### src/sv/nesting_aware_field_splitter_assert.svh
// Assertion macros shared by the splitter modules.
// Each expects clk and arst_n in scope.
`ifndef NESTING_AWARE_FIELD_SPLITTER_ASSERT_SVH
`define NESTING_AWARE_FIELD_SPLITTER_ASSERT_SVH

`ifndef NO_ASSERTIONS

`define NAFS_ASSERT_NEVER(lbl, cond, msg) \
	lbl: assert property (@(posedge clk) disable iff (!arst_n) !(cond)) else $error(msg);

`define NAFS_ASSERT_NEXT(lbl, ante, cons, msg) \
	lbl: assert property (@(posedge clk) disable iff (!arst_n) (ante) |=> (cons)) \
		else $error(msg);

`else

`define NAFS_ASSERT_NEVER(lbl, cond, msg)

`define NAFS_ASSERT_NEXT(lbl, ante, cons, msg)

`endif

`endif

### src/sv/nafs_pkg.sv
package nafs_pkg;

	// characters with fixed meaning
	localparam logic [7:0] CH_SQUOTE  = 8'h27;
	localparam logic [7:0] CH_DQUOTE  = 8'h22;
	localparam logic [7:0] CH_LPAREN  = 8'h28;
	localparam logic [7:0] CH_RPAREN  = 8'h29;
	localparam logic [7:0] CH_LBRACK  = 8'h5B;
	localparam logic [7:0] CH_RBRACK  = 8'h5D;
	localparam logic [7:0] CH_LBRACE  = 8'h7B;
	localparam logic [7:0] CH_RBRACE  = 8'h7D;

	// nesting stack codes
	localparam logic [1:0] CODE_PAREN = 2'd0;
	localparam logic [1:0] CODE_BRACK = 2'd1;
	localparam logic [1:0] CODE_BRACE = 2'd2;
	localparam logic [1:0] CODE_DQUOTE = 2'd3;

	// register map, selected by paddr[2]
	localparam logic REG_SPLIT_CHAR = 1'b0;
	localparam logic REG_MAX_FIELDS = 1'b1;

	localparam logic [7:0]  SPLIT_CHAR_RST = 8'd44;
	localparam logic [15:0] MAX_FIELDS_RST = 16'd0;

	// result queue
	localparam int OQ_DEPTH = 4;
	localparam int OQ_AW    = 2;
	localparam int OQ_CW    = 3;

	typedef struct packed {
		logic        ovf;
		logic        last;
		logic [15:0] len;
		logic [15:0] start;
	} res_t;

	typedef struct packed {
		logic       clear;
		logic       push;
		logic       pop;
		logic [1:0] code;
	} stk_op_t;

	typedef struct packed {
		logic       empty;
		logic       full;
		logic [1:0] top;
	} stk_stat_t;

endpackage

### src/sv/nafs_stack.sv
`include "nesting_aware_field_splitter_assert.svh"

module nafs_stack #(
	parameter int STACK_DEPTH = 16
) (
	input  logic               clk,
	input  logic               arst_n,
	input  nafs_pkg::stk_op_t   op,
	output nafs_pkg::stk_stat_t stat
);
	import nafs_pkg::*;

	localparam int DW = $clog2(STACK_DEPTH + 1);
	localparam int AW = (STACK_DEPTH > 1) ? $clog2(STACK_DEPTH) : 1;

	logic [1:0]    mem [STACK_DEPTH];
	logic [DW-1:0] depth_q;
	logic [DW-1:0] depth_nx;
	logic [DW-1:0] ra_full;
	logic [AW-1:0] ra;
	logic [1:0]    top_q;
	logic [1:0]    below_q;
	logic          empty;
	logic          full;
	logic          do_push;

	assign empty   = (depth_q == '0);
	assign full    = (depth_q == DW'(STACK_DEPTH));
	assign do_push = op.push && !full;

	always_comb begin
		priority if (op.clear) begin
			depth_nx = '0;
		end else if (do_push) begin
			depth_nx = depth_q + DW'(1);
		end else if (op.pop) begin
			depth_nx = depth_q - DW'(1);
		end else begin
			depth_nx = depth_q;
		end
	end

	// prefetch the entry under the next top; it never aliases the push slot
	assign ra_full = depth_nx - DW'(2);
	assign ra      = (depth_nx >= DW'(2)) ? ra_full[AW-1:0] : '0;

	always_ff @(posedge clk or negedge arst_n) begin
		if (!arst_n) begin
			depth_q <= '0;
		end else begin
			depth_q <= depth_nx;
		end
	end

	always_ff @(posedge clk) begin
		if (do_push && !op.clear) begin
			mem[depth_q[AW-1:0]] <= op.code;
		end
		below_q <= mem[ra];
		if (do_push) begin
			top_q <= op.code;
		end else if (op.pop) begin
			top_q <= below_q;
		end
	end

	assign stat.empty = empty;
	assign stat.full  = full;
	assign stat.top   = top_q;

	`NAFS_ASSERT_NEVER(a_pop_empty, op.pop && empty, "pop on empty stack")
	`NAFS_ASSERT_NEXT(a_push_nonempty, do_push && !op.clear, !stat.empty,
		"stack empty after push")
	`NAFS_ASSERT_NEXT(a_push_top, do_push && !op.clear, stat.top == $past(op.code),
		"top differs from pushed code")

endmodule

### src/sv/nafs_outq.sv
`include "nesting_aware_field_splitter_assert.svh"

module nafs_outq (
	input  logic           clk,
	input  logic           arst_n,
	input  logic [1:0]     wr_cnt,
	input  nafs_pkg::res_t wr_d0,
	input  nafs_pkg::res_t wr_d1,
	output logic           room2,
	output logic           rd_valid,
	input  logic           rd_ready,
	output nafs_pkg::res_t rd_d
);
	import nafs_pkg::*;

	res_t             q_q [OQ_DEPTH];
	logic [OQ_AW-1:0] wp_q;
	logic [OQ_AW-1:0] rp_q;
	logic [OQ_CW-1:0] count_q;
	logic             rd_fire;

	assign rd_valid = (count_q != '0);
	assign rd_fire  = rd_valid && rd_ready;
	assign room2    = (count_q <= OQ_CW'(OQ_DEPTH - 2));
	assign rd_d     = q_q[rp_q];

	always_ff @(posedge clk or negedge arst_n) begin
		if (!arst_n) begin
			wp_q    <= '0;
			rp_q    <= '0;
			count_q <= '0;
		end else begin
			wp_q    <= wp_q + OQ_AW'(wr_cnt);
			rp_q    <= rp_q + OQ_AW'(rd_fire);
			count_q <= count_q + OQ_CW'(wr_cnt) - OQ_CW'(rd_fire);
		end
	end

	always_ff @(posedge clk) begin
		if (wr_cnt != 2'd0) begin
			q_q[wp_q] <= wr_d0;
		end
		if (wr_cnt == 2'd2) begin
			q_q[wp_q + OQ_AW'(1)] <= wr_d1;
		end
	end

	`NAFS_ASSERT_NEVER(a_count_range, count_q > OQ_CW'(OQ_DEPTH), "queue count out of range")
	`NAFS_ASSERT_NEVER(a_no_overrun, OQ_CW'(wr_cnt) > OQ_CW'(OQ_DEPTH) - count_q,
		"write beyond free space")
	`NAFS_ASSERT_NEXT(a_wr_visible, wr_cnt != 2'd0, rd_valid, "written result not visible")

endmodule

### src/sv/nesting_aware_field_splitter.sv
// A result is written into the result queue when its input request is accepted and is offered on m_tvalid from there.
// Throughput: one input request per cycle while s_tready is high; an item may produce up to two results.
// s_tready drops while the four-entry result queue holds more than two results.
// Nesting stack lives in a synchronous RAM with a prefetched entry under a top register.
// Reset clears all control state and loads the register defaults; no clearing pass needed.
// State for a string is cleared after each request marked tlast.
module nesting_aware_field_splitter #(
	parameter int STACK_DEPTH = 16,
	parameter int POS_BITS    = 16
) (
	input  logic        clk,
	input  logic        arst_n,
	// APB configuration
	input  logic        psel,
	input  logic        penable,
	input  logic        pwrite,
	input  logic [2:0]  paddr,
	input  logic [31:0] pwdata,
	output logic [31:0] prdata,
	output logic        pready,
	// input stream
	input  logic        s_tvalid,
	output logic        s_tready,
	input  logic [7:0]  s_tdata,  // [7:0] ch
	input  logic        s_tuser,  // [0] has_byte
	input  logic        s_tlast,  // end_of_string
	// result stream
	output logic        m_tvalid,
	input  logic        m_tready,
	output logic [31:0] m_tdata,  // [15:0] field_start, [31:16] field_length
	output logic        m_tuser,  // [0] overflow
	output logic        m_tlast   // last_field
);
	import nafs_pkg::*;

	localparam logic [POS_BITS-1:0] POS_MAX = '1;

	logic [7:0]          split_q;
	logic [15:0]         maxf_q;
	logic [POS_BITS-1:0] bpos_q;
	logic [POS_BITS-1:0] fbeg_q;
	logic [15:0]         fdone_q;
	logic                lim_q;
	logic                sq_q;
	logic                ovf_q;

	logic                acc;
	logic                has;
	logic                eos;
	logic [7:0]          ch;
	logic                sat;
	logic                act;
	logic                is_sq;
	logic                split_cond;
	logic                lim_hit;
	logic                split_out;
	logic                base;
	logic                is_open;
	logic                is_dq;
	logic                close_match;
	logic [1:0]          open_code;
	logic                push;
	logic                pop;
	logic                ovf_nx;
	logic [POS_BITS-1:0] bpos_nx;
	logic [POS_BITS-1:0] fbeg_nx;
	logic [POS_BITS-1:0] len0;
	logic [POS_BITS-1:0] len1;
	logic [31:0]         start0_w;
	logic [31:0]         start1_w;
	logic [31:0]         len0_w;
	logic [31:0]         len1_w;
	logic                last_out;
	logic [1:0]          wr_cnt;
	res_t                r_split;
	res_t                r_last;
	res_t                wr_d0;
	res_t                rd_d;
	logic                room2;
	stk_op_t             sop;
	stk_stat_t           sstat;
	logic                cfg_wr;

	// configuration
	assign pready = 1'b1;
	assign cfg_wr = psel && penable && pwrite;

	always_ff @(posedge clk or negedge arst_n) begin
		if (!arst_n) begin
			split_q <= SPLIT_CHAR_RST;
			maxf_q  <= MAX_FIELDS_RST;
		end else if (cfg_wr) begin
			unique case (paddr[2])
				REG_SPLIT_CHAR: split_q <= pwdata[7:0];
				REG_MAX_FIELDS: maxf_q  <= pwdata[15:0];
				default: ;
			endcase
		end
	end

	always_comb begin
		unique case (paddr[2])
			REG_SPLIT_CHAR: prdata = {24'd0, split_q};
			REG_MAX_FIELDS: prdata = {16'd0, maxf_q};
			default:        prdata = '0;
		endcase
	end

	// byte scan
	assign s_tready = room2;
	assign acc      = s_tvalid && s_tready;
	assign has      = s_tuser;
	assign eos      = s_tlast;
	assign ch       = s_tdata;

	assign sat     = (bpos_q == POS_MAX);
	assign bpos_nx = (has && !sat) ? bpos_q + POS_BITS'(1) : bpos_q;

	assign act        = has && !lim_q;
	assign is_sq      = (ch == CH_SQUOTE);
	assign split_cond = (ch == split_q) && sstat.empty && !sq_q;
	assign lim_hit    = (maxf_q != 16'd0) && ({1'b0, fdone_q} + 17'd1 == {1'b0, maxf_q});
	assign split_out  = act && !is_sq && split_cond && !lim_hit;
	assign base       = act && !is_sq && !split_cond;

	assign is_open = (ch == CH_LPAREN) || (ch == CH_LBRACK) || (ch == CH_LBRACE);
	assign is_dq   = (ch == CH_DQUOTE);

	always_comb begin
		priority if (ch == CH_LPAREN) begin
			open_code = CODE_PAREN;
		end else if (ch == CH_LBRACK) begin
			open_code = CODE_BRACK;
		end else if (ch == CH_LBRACE) begin
			open_code = CODE_BRACE;
		end else begin
			open_code = CODE_DQUOTE;
		end
	end

	assign close_match = ((ch == CH_RPAREN) && (sstat.top == CODE_PAREN))
		|| ((ch == CH_RBRACK) && (sstat.top == CODE_BRACK))
		|| ((ch == CH_RBRACE) && (sstat.top == CODE_BRACE))
		|| (is_dq && (sstat.top == CODE_DQUOTE));

	assign push = base && (is_open || (is_dq && (sstat.empty || sstat.top != CODE_DQUOTE)));
	assign pop  = base && !push && !sstat.empty && close_match;

	assign ovf_nx  = ovf_q || (has && sat) || (push && sstat.full);
	assign fbeg_nx = split_out ? (sat ? POS_MAX : bpos_q + POS_BITS'(1)) : fbeg_q;

	assign len0     = bpos_q - fbeg_q;
	assign len1     = bpos_nx - fbeg_nx;
	assign start0_w = 32'(fbeg_q);
	assign start1_w = 32'(fbeg_nx);
	assign len0_w   = 32'(len0);
	assign len1_w   = 32'(len1);
	assign last_out = eos && (bpos_nx != '0);

	assign r_split = '{ovf: ovf_nx, last: 1'b0, len: len0_w[15:0], start: start0_w[15:0]};
	assign r_last  = '{ovf: ovf_nx, last: 1'b1, len: len1_w[15:0], start: start1_w[15:0]};
	assign wr_d0   = split_out ? r_split : r_last;
	assign wr_cnt  = acc ? (2'(split_out) + 2'(last_out)) : 2'd0;

	always_ff @(posedge clk or negedge arst_n) begin
		if (!arst_n) begin
			bpos_q  <= '0;
			fbeg_q  <= '0;
			fdone_q <= '0;
			lim_q   <= 1'b0;
			sq_q    <= 1'b0;
			ovf_q   <= 1'b0;
		end else if (acc) begin
			if (eos) begin
				bpos_q  <= '0;
				fbeg_q  <= '0;
				fdone_q <= '0;
				lim_q   <= 1'b0;
				sq_q    <= 1'b0;
				ovf_q   <= 1'b0;
			end else begin
				bpos_q <= bpos_nx;
				fbeg_q <= fbeg_nx;
				ovf_q  <= ovf_nx;
				if (split_out && fdone_q != 16'hFFFF) begin
					fdone_q <= fdone_q + 16'd1;
				end
				if (act && !is_sq && split_cond && lim_hit) begin
					lim_q <= 1'b1;
				end
				if (act && is_sq) begin
					sq_q <= !sq_q;
				end
			end
		end
	end

	assign sop.clear = acc && eos;
	assign sop.push  = acc && push;
	assign sop.pop   = acc && pop;
	assign sop.code  = open_code;

	nafs_stack #(
		.STACK_DEPTH (STACK_DEPTH)
	) u_stack (
		.clk    (clk),
		.arst_n (arst_n),
		.op     (sop),
		.stat   (sstat)
	);

	nafs_outq u_outq (
		.clk      (clk),
		.arst_n   (arst_n),
		.wr_cnt   (wr_cnt),
		.wr_d0    (wr_d0),
		.wr_d1    (r_last),
		.room2    (room2),
		.rd_valid (m_tvalid),
		.rd_ready (m_tready),
		.rd_d     (rd_d)
	);

	assign m_tdata = {rd_d.len, rd_d.start};
	assign m_tuser = rd_d.ovf;
	assign m_tlast = rd_d.last;

endmodule
### config.mk
export PLATFORM = sky130hd
export DESIGN_NAME = nesting_aware_field_splitter
export DESIGN_NICKNAME = d
export VERILOG_FILES = /design/src/sv/nafs_pkg.sv /design/src/sv/nafs_stack.sv /design/src/sv/nafs_outq.sv /design/src/sv/nesting_aware_field_splitter.sv
export VERILOG_INCLUDE_DIRS = /design/src /design/src/sv
export SDC_FILE = /design/constraint.sdc
export NUM_CORES = 1
export LEC_CHECK = 0
export BUFFER_PORTS_ARGS = -buffer_cell sky130_fd_sc_hd__buf_4
export CORE_MARGIN = 4
export CORE_UTILIZATION = 55
export CTS_CLUSTER_DIAMETER = 120
export DETAILED_ROUTE_END_ITERATION = 7
export PLACE_DENSITY = 0.74
export SKIP_CTS_REPAIR_TIMING = 1
export SLEW_MARGIN = 10
export SYNTH_ARGS = -nofsm -noshare
export SYNTH_HDL_FRONTEND = slang
export SYNTH_SLANG_ARGS = --single-unit
### constraint.sdc
create_clock -name clk -period 8.95 [get_ports clk]
set_input_delay 1.79 -clock clk [delete_from_list [all_inputs] [get_ports clk]]
set_output_delay 1.79 -clock clk [all_outputs]
set_load 0.02 [all_outputs]
# == Yosys cells after proc, flatten, opt, wreduce, memory -nomap -nowiden ==
# Memories as Yosys holds them, arrays and structs flattened. A register that Yosys moved wholly into a read port is not among the register bits.
# Cells that the tools add are included.
# W data, S select, Z words.
# totals
ff_bits,89
ram_bits,168
in_bits,52
output_inout_bits,69
elab_cells,147
memories,2
# op_classes
n_addsub,14
n_lt_le_gt_ge,2
n_eq_ne,18
muxes,30
n_bitwise,1
n_reduce_logical,67
# memory_table
memory,depth,word_bits,rd,rd_clocked_by_memory_dff,write_ports,line,source
u_outq.q_q,4,34,1,0,2,nafs_outq.sv:16,res_t q_q [OQ_DEPTH];
u_stack.mem,16,2,1,1,1,nafs_stack.sv:16,logic [1:0] mem [STACK_DEPTH];
# ops
cell,count
$mux W16,7
$pmux W32 S2,1
$logic_and A1 B1 Y1,33
$mux W33,1
$add A16 B1 Y16 const B,2
$eq A8 B6 Y1 const B,4
$eq A8 B7 Y1 const B,4
$reduce_bool A16 Y1,2
$sub A16 B16 Y16,2
$add A16 B1 Y17 const B,1
$eq A17 B16 Y1,1
$eq A16 B16 Y1 const B,1
$ne A16 B16 Y1 const B,1
$mux W5,3
$mux W1,12
$logic_not A1 Y1,10
$mux W2,5
$reduce_and A2 Y1,5
$reduce_bool A2 Y1,5
$logic_or A1 B1 Y1,9
$eq A8 B8 Y1,1
$eq A2 B2 Y1 const B,3
$add A5 B1 Y5 const B,1
$eq A5 B5 Y1 const B,1
other kinds (17),17

# == Longest topological paths before layout ==
# depth
word_depth,16
mapped_depth,23
depth_no_buf,20

# == Hierarchy ==
# From an unflattened synthesis, not the netlist that was laid out.
# hier_totals
cells_unflattened,1429
hier_area_um2,16305.6
# modules_own_cells
mod,n_inst,cells_per_inst,area_per_inst_um2,seq_area_each_um2
nafs_outq,1,368,6999.2,4259.1
nesting_aware_field_splitter,1,873,6984.2,1880.6
nafs_stack,1,188,2322.2,1186.1

# == Worst setup path after synthesis ==
# No wires, ideal clock.
# synth_timing
path_type,input to register
startpoint,in s_tdata[4]
endpoint,"mem u_outq.q_q[2][31] (netlist name), data pin"
setup_time_ns,0.274
arrival_time_ns,5.856
required_ns,8.676
slack_ns,2.820
path_stages,19
path_buffers,2
path_cell_list,xor2_1 nor4_1 nand3_1 a311oi_4 clkbuf_1 buf_1 nand3_1 o21ai_0 inv_1 ha_1 o21a_1 a22oi_1 o221ai_1 a211o_1 a21oi_1 a31o_1 o221a_2 xnor2_2 o22ai_1
# synth_lines
item,line,source
from (decl),nesting_aware_field_splitter.sv:24,"input logic [7:0] s_tdata,"
to (decl),nafs_outq.sv:16,

==> key figures <==
Outcome
  • Status: finished, final reports clean

Place
  • Post-DP HPWL: ~27000 um
  • Gpl congestion: 0.939
  • PortBufs: 85
  • Dpl cell area: 0.0160 mm2

Timing
  • RSZ-0062 raised after global routing: no
  • Final Critical Period: 6.50 ns
  • Slew headroom: 32.1%
  • Final slew viol count: 0
  • Clock skew: 0.0123 ns
  • Setup violators final: 0
  • Min Hold Slack: 0.488 ns
  • Final worst-path cycle share: a little over 70%
  • Max frequency: 154 MHz
  • Final hold vios: 0
  • Setup TNS: 0 ns
  • Worst-margin pin slew: slightly above 1 ns

Cells and area
  • Register Area: roughly 0.0073 mm2
  • Fin area: 0.0169 mm2
  • Filler cell count: 2189
  • Nets: 1560
  • Fraction of layout cells with a size suffix above 1: 16.8%
  • Leading cell type in the layout, fill and taps excluded: edfxtp_1
  • Most frequent cells in the layout: edfxtp_1, nand2_1, o22ai_1, buf_4, nor2_1
  • Area taken by multi-input logic gates: about 0.0073 mm2
  • Area grow syn2layout: 11.5%
  • # diodes: 0

Critical path
  • Crit path launch: s_tuser
  • Crit path DAT: 6.94 ns
  • Critical path launch point type: primary input
  • Setup crit end kind: register
  • Setup CP Type: primary input to register
  • Start of the worst register-to-register path: bpos_q[1]
  • Worst endpoint required time: 9.39 ns
  • Critical Path Fanout Max: 24

Synth
  • Syn Inst Count: between 1000 and 1500
  • Simple-gate share of the synthesized area: a little over an eighth
  • Adder-Cell Fraction of Synth Area: 3.89%
  • Yosys reg bits: 259
  • XOR/XNOR Fraction of Synth Area: 5.97%
  • Synth unique cells: 93
  • Mean Syn Cell Area: 10.8 um2
  • Yosys Warn Count: 0
  • Syn Std Cell Area: around 0.015 mm2
  • EDFF count, synth: between 150 and 200
  • Commonest register cell after synthesis: edfxtp_1
  • Multiplexer area fraction after synthesis: under 10%
  • Largest family of logic cells by synthesized area: compound AO/OA/AOI/OAI gates
  • Async SR Flop Fraction: 33.6%
  • Compound-Gate Fraction of Synth Area: between 10% and 20%
  • Sequential share of the synthesized area: between 40 and 50%

Routing
  • DRT Pass-1 Iters: 6
  • 1st-iter DRT viols: roughly 1400
  • Via Count: 11700
  • Avg WL per Cell: around 21 um
  • Post-DRT Antenna Nets: 0
  • DR DRC count: 0
  • WL final: 39000 um
  • Vias per Instance: 6.41

Power and ir drop
  • Pwr/cell area: 281 mW/mm2
  • VDD IR max: 0.173 mV
  • Leak: about 6.4 nW

Clock tree
  • CTS Sinks: 259
  • Clock Pin Slew Worst Setup and Hold Paths: approximately 0.06 ns
  • Total CTS buffers: 28
  • CTS tree: done
  • Clock root cell: clkbuf_16
  • Htree depth: 1
  • Clk Latency, worst-skew pair: 0.56 ns
  • Clock buffer depth: 3

Min path
  • Hold WC Path Type: register to register
  • Hold Crit Start: u_outq.count_q[2]

Floorplanning
  • Core Region: 0.0270 mm2
  • Die footprint: 0.0302 mm2
  • I/O pin total: 121
  • Die height: 174 um
  • Row count: 60
  • Initial core utilization: 56.0%
  • Die W: 174 um

Global routing
  • Vias in the first global route: 11300
  • Initial antenna violation count: 0
  • Largest net degree at the start of global routing: 60
  • GRT Total Usage: 25.1%
  • Global-route wire length before repair: between 60000 and 70000 um
  • GRT overflow: 0

Run
  • Max-cap violations: 0
worst paths after layout:
kind                                     endpoint  slack, ns  cells after the start
worst max-delay path            u_outq.q_q[1][32]       2.45                     16
worst min-delay path            u_outq.count_q[2]       0.49                      1
worst max register to register  u_outq.q_q[1][32]       2.67                     17
worst min register to register  u_outq.count_q[2]       0.49                      1
max in group asynchronous          u_outq.rp_q[0]       6.60                      2
min in group asynchronous              bpos_q[13]       1.17                      1
critical path, cell delays in order:
cell and delay [ns]:
buf_4 0.15, inv_1 0.13, a21oi_1 0.80, nand2b_1 0.15
xor2_1 0.32, inv_1 0.16, nor2_1 0.12, nand2_1 0.06
nor4_1 0.46, a31oi_1 0.18, ha_1 0.38, o21ai_1 0.43
or2_2 0.59, nand2_1 0.53, buf_4 0.42, o21a_1 0.21
sequential cells by signal, summed over array words and instances (netlist names), 3 cells and up:
name and count:
u_stack.depth_q 5, split_q 8, maxf_q 16, bpos_q 16
u_outq.count_q 3, u_stack.mem 32, fbeg_q 16, fdone_q 16
u_outq.q_q 136
cell type report:
cell class,instances,share of cell area (%)
multi-input combinational,1008,43.0
timing repair buffer,104,4.63
tap,341,2.53
clock buffer,37,4.54
clock inverter,15,0.734
inverter,62,1.38
sequential,259,43.2
Yosys cell counts (all sizes together), types with 36 or more instances:
cell	n	area, um2
a21oi	38	194
buf	36	215
clkbuf	56	211
dfrtp	84	2100
edfxtp	166	4980
ha	43	538
inv	59	221
mux4	36	811
nand2	143	539
nor2	92	345
o21ai	86	430
o22ai	138	863
xnor2	59	532
xor2	39	349
per-stage QoR:
stage / utilization [%] / total power, mW / setup WS [ns] / instances
CTS: 62.4 / 4.73 / 2.52 / 1826
detailed placement: 59.1 / 3.59 / 1.99 / 1774
floorplan: - / 3.03 / 2.82 / 1421
global route: 62.4 / 4.99 / 2.09 / 1826
global placement: 59.1 / 3.54 / 2.07 / 1774
finish: 62.4 / 4.74 / 2.45 / 1826
logic make-up (layout without fill, tap and decap cells):
logic type	Yosys count	after routing
compound gates	352	352
simple gates	411	411
mux	83	83
xor+xnor	99	99
flops	259	259
other cells	2	17
fa+ha+maj	46	46
buf+inv	154	218
where the power goes:
part           internal (mW)  switching, mW  total [mW]  leakage [nW]
Clock                  0.656          0.474        1.13         0.433
Sequential              1.41          0.118        1.52          2.72
Combinational          0.857           1.23        2.08          3.28
Total                   2.92           1.82        4.74          6.43
routing by layer:
layer  vias to the layer above  routed length (um)  global-route usage [%]  share of wire (%)
li1                       5358                   -                       -                  -
met1                      5679               16200                    34.8                 42
met2                       570               18700                    41.7                 48
met3                        90                2990                    3.23                7.7
met4                         0                1060                    7.49                2.7
met5                         -                   0                       0                  0
(Power assumes the default switching activity.)
